<file path="config.mk">
export PLATFORM = sky130hd
export DESIGN_NAME = kmp_pattern_matcher_unit
export DESIGN_NICKNAME = d
export VERILOG_FILES = /design/src/kmp_pkg.sv /design/src/kmp_datapath.sv /design/src/kmp_controller.sv /design/src/kmp_pattern_matcher_unit.sv
export VERILOG_INCLUDE_DIRS = /design/src /design/src/src
export SDC_FILE = /design/constraint.sdc
export NUM_CORES = 1
export LEC_CHECK = 0
export ABC_AREA = 1
export BUFFER_PORTS_ARGS = -buffer_cell sky130_fd_sc_hd__buf_2
export CELL_PAD_IN_SITES_DETAIL_PLACEMENT = 1
export CELL_PAD_IN_SITES_GLOBAL_PLACEMENT = 2
export CORE_UTILIZATION = 31
export CTS_CLUSTER_SIZE = 30
export DETAILED_ROUTE_END_ITERATION = 12
export GPL_TIMING_DRIVEN = 0
export PLACE_DENSITY_LB_ADDON = 0.1
export RECOVER_POWER = 50
export SYNTH_ARGS = -nofsm -noshare
export SYNTH_HDL_FRONTEND = slang
export SYNTH_SLANG_ARGS = --single-unit
</file>
<file path="constraint.sdc">
create_clock -name clock -period 3.56 [get_ports clock]
set_clock_uncertainty 0.15 [all_clocks]
set_input_delay 0.178 -clock clock [delete_from_list [all_inputs] [get_ports clock]]
set_output_delay 0.178 -clock clock [all_outputs]
set_load 0.02 [all_outputs]
</file>
<file path="src/kmp_pattern_matcher_unit_macros.svh">
// ----------------------------------------------------------------------------
// kmp pattern matcher assertion macros
// concurrent assertion shorthands, compiled out when ASSERT_OFF is defined
// ----------------------------------------------------------------------------
`ifndef KMP_PATTERN_MATCHER_UNIT_MACROS_SVH
`define KMP_PATTERN_MATCHER_UNIT_MACROS_SVH
`ifndef ASSERT_OFF
`define ASSERT_IMPLIES(label, clk, rst, ante, cons) \
   label: assert property (@(posedge clk) disable iff (rst) (ante) |-> (cons)) \
      else $error("kmp matcher: same-cycle check failed");
`define ASSERT_NEXT(label, clk, rst, ante, cons) \
   label: assert property (@(posedge clk) disable iff (rst) (ante) |=> (cons)) \
      else $error("kmp matcher: next-cycle check failed");
`else
`define ASSERT_IMPLIES(label, clk, rst, ante, cons)
`define ASSERT_NEXT(label, clk, rst, ante, cons)
`endif
`endif

</file>
<file path="src/kmp_pkg.sv">
// ----------------------------------------------------------------------------
// kmp_pkg
// shared widths, register indexes, controller interface types and a pattern byte helper
// ----------------------------------------------------------------------------
`default_nettype none

package kmp_pkg;

   localparam int unsigned PATTERN_MAX_DEF   = 16;
   localparam int unsigned POSITION_BITS_DEF = 32;
   localparam int unsigned BYTE_W            = 8;
   localparam int unsigned COUNT_W           = 5;
   localparam int unsigned WORD_W            = 64;
   localparam int unsigned OFFSET_W          = 32;
   localparam int unsigned CSR_INDEX_W       = 2;
   localparam int unsigned PAT_IDX_W         = 4;

   localparam logic [CSR_INDEX_W-1:0] REG_PATTERN_LOW    = 2'd0;
   localparam logic [CSR_INDEX_W-1:0] REG_PATTERN_HIGH   = 2'd1;
   localparam logic [CSR_INDEX_W-1:0] REG_PATTERN_LENGTH = 2'd2;

   typedef struct packed {
      logic build_start;
      logic build_step;
      logic accept;
      logic fall;
      logic finish;
   } ctrl_cmd_type;

   typedef struct packed {
      logic cfg_hit;
      logic build_done;
      logic fall_pending;
      logic out_free;
   } ctrl_sts_type;

   function automatic logic [BYTE_W-1:0] pattern_byte(
      input logic [2*WORD_W-1:0] pattern,
      input logic [PAT_IDX_W-1:0] idx
   );
      return pattern[idx*BYTE_W +: BYTE_W];
   endfunction

endpackage

`default_nettype wire

</file>
<file path="src/kmp_datapath.sv">
// ----------------------------------------------------------------------------
// kmp_datapath
// pattern registers, failure table, match state and result register
// ----------------------------------------------------------------------------
`default_nettype none

module kmp_datapath #(
   parameter int unsigned PATTERN_MAX   = kmp_pkg::PATTERN_MAX_DEF,
   parameter int unsigned POSITION_BITS = kmp_pkg::POSITION_BITS_DEF
) (
   input  wire logic                                 clock,
   input  wire logic                                 reset,
   input  wire kmp_pkg::ctrl_cmd_type                cmd,
   output kmp_pkg::ctrl_sts_type                     sts,
   input  wire logic                                 csr_valid,
   output logic                                      csr_ready,
   input  wire logic [kmp_pkg::CSR_INDEX_W-1:0]      csr_index,
   input  wire logic [kmp_pkg::WORD_W-1:0]           csr_data,
   input  wire logic [kmp_pkg::BYTE_W-1:0]           req_tdata,
   input  wire logic                                 req_tuser,
   input  wire logic                                 rsp_tready,
   output logic                                      rsp_tvalid,
   output logic [kmp_pkg::OFFSET_W-1:0]              rsp_tdata,
   output logic                                      rsp_tuser
);

   localparam int unsigned IDX_W = (PATTERN_MAX > 1) ? $clog2(PATTERN_MAX) : 1;
   localparam logic [kmp_pkg::COUNT_W-1:0] ONE     = kmp_pkg::COUNT_W'(1);
   localparam logic [kmp_pkg::COUNT_W-1:0] LEN_MAX = kmp_pkg::COUNT_W'(PATTERN_MAX);

   logic [kmp_pkg::WORD_W-1:0]  pat_low_ff,  pat_low_in;
   logic [kmp_pkg::WORD_W-1:0]  pat_high_ff, pat_high_in;
   logic [kmp_pkg::COUNT_W-1:0] pat_len_ff,  pat_len_in;
   logic [kmp_pkg::COUNT_W-1:0] fail_ff [PATTERN_MAX];
   logic [kmp_pkg::COUNT_W-1:0] fail_in [PATTERN_MAX];
   logic [kmp_pkg::COUNT_W-1:0] pre_ff, pre_in;
   logic [kmp_pkg::COUNT_W-1:0] cur_ff, cur_in;
   logic [kmp_pkg::COUNT_W-1:0] match_ff, match_in;
   logic [kmp_pkg::BYTE_W-1:0]  byte_ff, byte_in;
   logic [POSITION_BITS-1:0]    pos_ff, pos_in;
   logic                        rsp_valid_ff, rsp_valid_in;
   logic                        rsp_found_ff, rsp_found_in;
   logic [kmp_pkg::OFFSET_W-1:0] rsp_offset_ff, rsp_offset_in;

   logic [2*kmp_pkg::WORD_W-1:0] pattern;
   logic [kmp_pkg::COUNT_W-1:0]  eff_len;
   logic                         match_eq;
   logic                         fall;
   logic [kmp_pkg::COUNT_W-1:0]  rd_full;
   logic [IDX_W-1:0]             rd_idx;
   logic [kmp_pkg::COUNT_W-1:0]  rd_val;
   logic [IDX_W-1:0]             wr_idx;
   logic [kmp_pkg::COUNT_W-1:0]  match_hit;
   logic [POSITION_BITS-1:0]     off_full;
   logic                         csr_we;
   logic                         cfg_hit;

   assign pattern   = {pat_high_ff, pat_low_ff};
   assign csr_ready = 1'b1;
   assign csr_we    = csr_valid && csr_ready;
   assign cfg_hit   = csr_we && (csr_index == kmp_pkg::REG_PATTERN_LOW ||
                                 csr_index == kmp_pkg::REG_PATTERN_HIGH ||
                                 csr_index == kmp_pkg::REG_PATTERN_LENGTH);

   always_comb begin
      if (pat_len_ff == '0) begin
         eff_len = ONE;
      end else if (pat_len_ff > LEN_MAX) begin
         eff_len = LEN_MAX;
      end else begin
         eff_len = pat_len_ff;
      end
   end

   assign match_eq =
      kmp_pkg::pattern_byte(pattern, match_ff[kmp_pkg::PAT_IDX_W-1:0]) == byte_ff;
   assign fall      = (match_ff != '0) && !match_eq;
   assign match_hit = match_ff + (match_eq ? ONE : '0);
   assign off_full  = pos_ff + POSITION_BITS'(1) - POSITION_BITS'(eff_len);

   // single read port of the failure table
   always_comb begin
      if (cmd.build_step) begin
         rd_full = pre_ff - ONE;
      end else if (fall) begin
         rd_full = match_ff - ONE;
      end else begin
         rd_full = eff_len - ONE;
      end
   end

   assign rd_idx = rd_full[IDX_W-1:0];
   assign rd_val = fail_ff[rd_idx];
   assign wr_idx = cur_ff[IDX_W-1:0];

   always_comb begin
      sts.cfg_hit      = cfg_hit;
      sts.build_done   = cur_ff >= eff_len;
      sts.fall_pending = fall;
      sts.out_free     = !rsp_valid_ff || rsp_tready;
   end

   always_comb begin
      logic [kmp_pkg::BYTE_W-1:0] cur_byte;
      logic [kmp_pkg::BYTE_W-1:0] pre_byte;
      cur_byte      = kmp_pkg::pattern_byte(pattern, cur_ff[kmp_pkg::PAT_IDX_W-1:0]);
      pre_byte      = kmp_pkg::pattern_byte(pattern, pre_ff[kmp_pkg::PAT_IDX_W-1:0]);
      pat_low_in    = pat_low_ff;
      pat_high_in   = pat_high_ff;
      pat_len_in    = pat_len_ff;
      fail_in       = fail_ff;
      pre_in        = pre_ff;
      cur_in        = cur_ff;
      match_in      = match_ff;
      byte_in       = byte_ff;
      pos_in        = pos_ff;
      rsp_valid_in  = rsp_valid_ff;
      rsp_found_in  = rsp_found_ff;
      rsp_offset_in = rsp_offset_ff;

      if (csr_we) begin
         unique case (csr_index)
            kmp_pkg::REG_PATTERN_LOW:    pat_low_in  = csr_data;
            kmp_pkg::REG_PATTERN_HIGH:   pat_high_in = csr_data;
            kmp_pkg::REG_PATTERN_LENGTH: pat_len_in  = csr_data[kmp_pkg::COUNT_W-1:0];
            default: ;
         endcase
      end

      if (rsp_valid_ff && rsp_tready) begin
         rsp_valid_in = 1'b0;
      end

      if (cmd.build_start) begin
         for (int i = 0; i < PATTERN_MAX; i++) begin
            fail_in[i] = '0;
         end
         pre_in   = '0;
         cur_in   = ONE;
         match_in = '0;
      end else if (cmd.build_step) begin
         if (cur_byte == pre_byte) begin
            pre_in          = pre_ff + ONE;
            fail_in[wr_idx] = pre_ff + ONE;
            cur_in          = cur_ff + ONE;
         end else if (pre_ff != '0) begin
            pre_in = rd_val;
         end else begin
            fail_in[wr_idx] = '0;
            cur_in          = cur_ff + ONE;
         end
      end else if (cmd.accept) begin
         byte_in = req_tdata;
         if (req_tuser) begin
            pos_in = '0;
         end
         if (req_tuser || match_ff >= eff_len) begin
            match_in = '0;
         end
      end else if (cmd.fall) begin
         match_in = rd_val;
      end else if (cmd.finish) begin
         pos_in       = pos_ff + POSITION_BITS'(1);
         rsp_valid_in = 1'b1;
         if (match_hit == eff_len) begin
            rsp_found_in  = 1'b1;
            rsp_offset_in = kmp_pkg::OFFSET_W'(off_full);
            match_in      = rd_val;
         end else begin
            rsp_found_in  = 1'b0;
            rsp_offset_in = '0;
            match_in      = match_hit;
         end
      end
   end

   always_ff @(posedge clock) begin
      if (reset) begin
         pat_low_ff   <= '0;
         pat_high_ff  <= '0;
         pat_len_ff   <= ONE;
         for (int i = 0; i < PATTERN_MAX; i++) begin
            fail_ff[i] <= '0;
         end
         pre_ff       <= '0;
         cur_ff       <= ONE;
         match_ff     <= '0;
         pos_ff       <= '0;
         rsp_valid_ff <= 1'b0;
      end else begin
         pat_low_ff   <= pat_low_in;
         pat_high_ff  <= pat_high_in;
         pat_len_ff   <= pat_len_in;
         fail_ff      <= fail_in;
         pre_ff       <= pre_in;
         cur_ff       <= cur_in;
         match_ff     <= match_in;
         pos_ff       <= pos_in;
         rsp_valid_ff <= rsp_valid_in;
      end
      byte_ff       <= byte_in;
      rsp_found_ff  <= rsp_found_in;
      rsp_offset_ff <= rsp_offset_in;
   end

   assign rsp_tvalid = rsp_valid_ff;
   assign rsp_tuser  = rsp_found_ff;
   assign rsp_tdata  = rsp_offset_ff;

endmodule

`default_nettype wire

</file>
<file path="src/kmp_controller.sv">
// ----------------------------------------------------------------------------
// kmp_controller
// sequences table build, byte intake, fallback steps and result hand-off
// ----------------------------------------------------------------------------
`default_nettype none

module kmp_controller (
   input  wire logic                  clock,
   input  wire logic                  reset,
   input  wire kmp_pkg::ctrl_sts_type sts,
   input  wire logic                  req_tvalid,
   output logic                       req_tready,
   output kmp_pkg::ctrl_cmd_type      cmd
);

   typedef enum logic [1:0] {
      ST_BUILD,
      ST_IDLE,
      ST_MATCH
   } state_type;

   state_type state_ff, state_in;

   always_comb begin
      cmd        = '0;
      state_in   = state_ff;
      req_tready = (state_ff == ST_IDLE) && !sts.cfg_hit;
      if (sts.cfg_hit) begin
         cmd.build_start = 1'b1;
         state_in        = ST_BUILD;
      end else begin
         unique case (state_ff)
            ST_BUILD: begin
               if (sts.build_done) begin
                  state_in = ST_IDLE;
               end else begin
                  cmd.build_step = 1'b1;
               end
            end
            ST_IDLE: begin
               if (req_tvalid) begin
                  cmd.accept = 1'b1;
                  state_in   = ST_MATCH;
               end
            end
            ST_MATCH: begin
               if (sts.fall_pending) begin
                  cmd.fall = 1'b1;
               end else if (sts.out_free) begin
                  cmd.finish = 1'b1;
                  state_in   = ST_IDLE;
               end
            end
            default: begin
               state_in = ST_BUILD;
            end
         endcase
      end
   end

   always_ff @(posedge clock) begin
      if (reset) begin
         state_ff <= ST_BUILD;
      end else begin
         state_ff <= state_in;
      end
   end

endmodule

`default_nettype wire

</file>
<file path="src/kmp_pattern_matcher_unit.sv">
// ----------------------------------------------------------------------------
// kmp_pattern_matcher_unit: streaming knuth-morris-pratt matcher, one beat out per byte
// per byte: intake, then failure-table fallbacks while the byte mismatches, then the result
// write when the output is free; the next byte is taken only after that result is written
// reset: zero pattern, length 1; no beats are taken during table build cycles
// ----------------------------------------------------------------------------
`default_nettype none

`include "kmp_pattern_matcher_unit_macros.svh"

module kmp_pattern_matcher_unit #(
   parameter int unsigned PATTERN_MAX   = kmp_pkg::PATTERN_MAX_DEF,
   parameter int unsigned POSITION_BITS = kmp_pkg::POSITION_BITS_DEF
) (
   input  wire logic                             clock,
   input  wire logic                             reset,
   // configuration write channel
   input  wire logic                             csr_valid,
   output logic                                  csr_ready,
   input  wire logic [kmp_pkg::CSR_INDEX_W-1:0]  csr_index,
   input  wire logic [kmp_pkg::WORD_W-1:0]       csr_data,
   // text stream
   input  wire logic                             req_tvalid,
   output logic                                  req_tready,
   input  wire logic [kmp_pkg::BYTE_W-1:0]       req_tdata,  // text_byte
   input  wire logic                             req_tuser,  // text_start
   // match results
   output logic                                  rsp_tvalid,
   input  wire logic                             rsp_tready,
   output logic [kmp_pkg::OFFSET_W-1:0]          rsp_tdata,  // match_offset
   output logic                                  rsp_tuser   // match_found
);

   kmp_pkg::ctrl_cmd_type cmd;
   kmp_pkg::ctrl_sts_type sts;

   kmp_controller u_ctrl (
      .clock      (clock),
      .reset      (reset),
      .sts        (sts),
      .req_tvalid (req_tvalid),
      .req_tready (req_tready),
      .cmd        (cmd)
   );

   kmp_datapath #(
      .PATTERN_MAX   (PATTERN_MAX),
      .POSITION_BITS (POSITION_BITS)
   ) u_dp (
      .clock      (clock),
      .reset      (reset),
      .cmd        (cmd),
      .sts        (sts),
      .csr_valid  (csr_valid),
      .csr_ready  (csr_ready),
      .csr_index  (csr_index),
      .csr_data   (csr_data),
      .req_tdata  (req_tdata),
      .req_tuser  (req_tuser),
      .rsp_tready (rsp_tready),
      .rsp_tvalid (rsp_tvalid),
      .rsp_tdata  (rsp_tdata),
      .rsp_tuser  (rsp_tuser)
   );

   `ASSERT_IMPLIES(a_finish_has_slot, clock, reset, cmd.finish, sts.out_free)
   `ASSERT_NEXT(a_busy_after_beat, clock, reset, req_tvalid && req_tready, !req_tready)
   `ASSERT_NEXT(a_build_after_write, clock, reset, sts.cfg_hit, !req_tready)

endmodule

`default_nettype wire

</file>
==> impl_metrics.yaml <==
die:
  num_rows: 87
  start_util_pct: 31.5
  die_y_um: 242
  core_um2: 56600
  die_w_um: 242
  die_area_um2: 58400
  num_io_pins: 116
cts:
  htreeDepth: 2
  cts_tree: "built"
  cts_root_buf: "clkbuf_16"
  clkTransAtPathRegs_ns: 0.06
  cts_buffer_depth: 3
  cts_sinks: 304
  worstSkewPairLatency_ns: 0.58
  cts_made_buffers: 40
layout:
  n_fill_cell: 7087
  finish.utilization_pct: 43.1
  nNetsFinal: 3050
  finalNonFillerCells: 3732
  syn_to_final_growth_pct: 37.0
  layout-drive-gt1-share_pct: 21.5
sta:
  post-route-min-period_ns: 3.97
  setup_violations: 43
  timing.fmax_ghz: 0.252
  rsz0062_at_grt: "true"
  tns_ns: -13.32
  drv_slew: 0
  min_period_over_period_pct: 112
  hold_viol: 0
  fin_ws_ns: -0.410
  tightest_slew_ns: 1.03
  slew_headroom_pct: 31.1
drt:
  ant_nets: 0
  detail_route.vias_per_cell: 5.46
  firstDrtPassIters: 5
  finalWirelength_mm: 97.2
  detail_route.iter0.violations: 1514
  route.vias.total: 20391
  route.detailed.drc: 0
  wire_per_inst_um: 26.0
setup_path:
  cp.arrival_ns: 4.32
  worstSetupPathType: "flop to flop"
  cp-end-kind: "flop"
  required_ns: 3.91
  critPathMaxFanout: 5
  start_kind: "flop"
power:
  p_switching_w: 0.00434
  clkPwrFrac_pct: 34.9
  total_power_w: 0.0118
  pwr-share-seq_pct: 31.3
  power_frac_comb_pct: 33.9
  ir_drop_uv: 379
  p_per_area_nw_per_um2: 485
  internal-power_w: 0.00748
  switching_share_pct: 36.7
  leakagePower_nw: 9.28
yosys:
  syn-num-nets: 2718
  synth_edf_count: 41
  synth-async-reset-ratio_pct: 0
  seq_area_frac_synth_pct: 36.5
  synth.distinct_cells: 65
  yosysMostFrequentCell: "nand2_1"
  ys_ff_latch: 304
  synth_top_area_cell: "dfxtp_1"
  synth_top_area_share_pct: 29.6
  avgSynthCellArea_um2: 6.82
  syn-cell-area_um2: 17800
  synth_flop_cell: "dfxtp_1"
  synthesis.instances: 2612
  synthTopCellsByArea: "dfxtp_1 30%, o21ai_0 9.7%, a21oi_1 9.1%"
  yosys_warnings: 0
  synth_common_cells: "426 x nand2_1, 346 x o21ai_0, 324 x a21oi_1, 267 x nor2_1, 263 x dfxtp_1"
global_routing:
  grt_max_degree: 43
  gr-total-overflow: 0
  first_global_vias: 20346
  gr-usage-all-layers_pct: 32.1
  grt_pass1_wl_mm: 138
  antenna_found_initial: 3
place:
  dp.final_hpwl_mm: 70.7
  dp.cells: 3481
  gp_congestion: 1.01
  port_buffers: 113
worst_hold_path:
  min_path_type: "input pin to flop"
status:
  outcome: "complete, but fails checks"
  violations: "negative setup slack"
job:
  max_cap_violations: 0
## worst paths after layout
path                                 startpoint                               to  slack, ns  depth (start not counted)
setup reg to reg  u_dp.match_ff[0]$_SDFFE_PP0P_    u_dp.match_ff[3]$_SDFFE_PP0P_      -0.41                         25
hold / removal                     csr_index[0]  u_dp.pat_len_ff[1]$_SDFFE_PP0P_       0.03                          6
hold reg to reg   u_dp.fail_ff[60]$_SDFFE_PP0P_    u_dp.fail_ff[60]$_SDFFE_PP0P_       0.30                          2
setup / recovery  u_dp.match_ff[0]$_SDFFE_PP0P_    u_dp.match_ff[3]$_SDFFE_PP0P_      -0.41                         25
## cells in the final DEF (no fill, tap or decap), types with 9 or more instances in the layout
cell           instances
ha_1                  22
nand3_2               62
a21oi_4                9
buf_4                 88
xor2_1                25
clkbuf_16             48
o21ai_1               32
a21oi_1              288
inv_2                 13
nand3_1              164
inv_1                228
nand2_2               34
nand2_1              391
nor2_4                16
clkbuf_2              17
clkbuf_1             108
o21ai_0              316
o21ai_2               10
o211ai_1              21
nand3_4               33
dlygate4sd3_1         82
buf_2                 87
edfxtp_1              41
nor2_1               252
nor3_1                12
nor2_2                16
buf_6                 27
a211oi_1              14
nand4_1               13
buf_8                 11
a22oi_1               22
buf_12                25
dfxtp_1              252
nand2_4               11
a21oi_2               30
## layout make-up
class | count | area [µm²] | share of cell area, %
antenna | 1 | 2.50 | 0.0103
buffer | 161 | 1310 | 5.38
clock buffer | 58 | 1130 | 4.63
clock inverter | 15 | 168 | 0.687
inverter | 260 | 1060 | 4.33
multi-input combinational | 1888 | 10900 | 44.9
sequential | 304 | 6530 | 26.8
tap | 756 | 946 | 3.88
timing repair buffer | 288 | 2290 | 9.39
timing repair inverter | 1 | 16.3 | 0.0667
## power by group through the flow
stage	clock network, W	registers (W)	logic, W
2_1_floorplan	0	0.00372	0.00162
3_3_place_gp	0	0.00376	0.00262
3_5_place_dp	0	0.00376	0.00265
4_1_cts	0.00419	0.00369	0.00342
5_1_grt	0.00432	0.00370	0.00421
6_report	0.00412	0.00370	0.00400
## worst max-delay path, cell delays in order, from the launching register on
cell	delay (ns)
dfxtp_4	0.36
buf_12	0.15
buf_12	0.14
buf_12	0.14
o211ai_1	0.20
nand3_2	0.21
nand3_2	0.16
nand2_1	0.07
nand2_1	0.07
nand2_2	0.07
nand2_4	0.11
nor2_4	0.04
nand2_4	0.08
inv_2	0.05
ha_4	0.17
ha_4	0.18
xnor2_4	0.15
xor2_1	0.16
o21bai_4	0.19
nor4_4	0.26
bufinv_8	0.26
nand2_8	0.09
nor2_1	0.07
nor2_1	0.12
nand2_1	0.08
a21oi_2	0.14
## cells by family (layout without fill, tap and decap cells)
logic type | count (synthesis) | count (layout) | synth area share, %
buf+inv | 421 | 783 | 10.2
flops | 304 | 304 | 36.5
compound gates | 783 | 783 | 23.6
simple gates | 1038 | 1039 | 25.8
other cells | 1 | 2 | 0.0211
xor+xnor | 39 | 39 | 1.96
fa+ha+maj | 26 | 26 | 1.87
## metal layers
layer  routed length, µm  GRT usage (%)
met5                  13              0
met4                2360           8.54
met3                7020           6.59
met2               41600           48.3
met1               46200           46.2
## state kept, by name, indices dropped and copies added, names as in the netlist
register          count
u_dp.pat_low_ff      64
u_dp.rsp_tvalid       1
u_dp.pos_ff          32
u_ctrl.state_ff       2
u_dp.pat_len_ff       5
u_dp.pre_ff           5
u_dp.rsp_tdata       32
u_dp.byte_ff          8
u_dp.cur_ff           5
u_dp.fail_ff         80
u_dp.pat_high_ff     64
u_dp.match_ff         5
u_dp.rsp_tuser        1
## metrics by stage
step	hold WS, ns	setup slack, ns	cell area, µm²
6_report	0.0284	-0.410	24400
5_1_grt	0.0939	-0.559	24400
4_1_cts	0.00227	-0.371	23100
3_5_place_dp	0.207	-1.77	19300
3_3_place_gp	0.205	-1.73	19300
2_1_floorplan	0.127	0.0461	17800
## what timing repair did
action	CTS	global route
cloned	6	5
setup endpoints to repair	193	192
gates resized for setup	327	219
pin swaps	30	58
endpoints found under the hold margin	151	0
setup buffers	45	45
hold buffers	82	0
(Power assumes the default switching activity.)
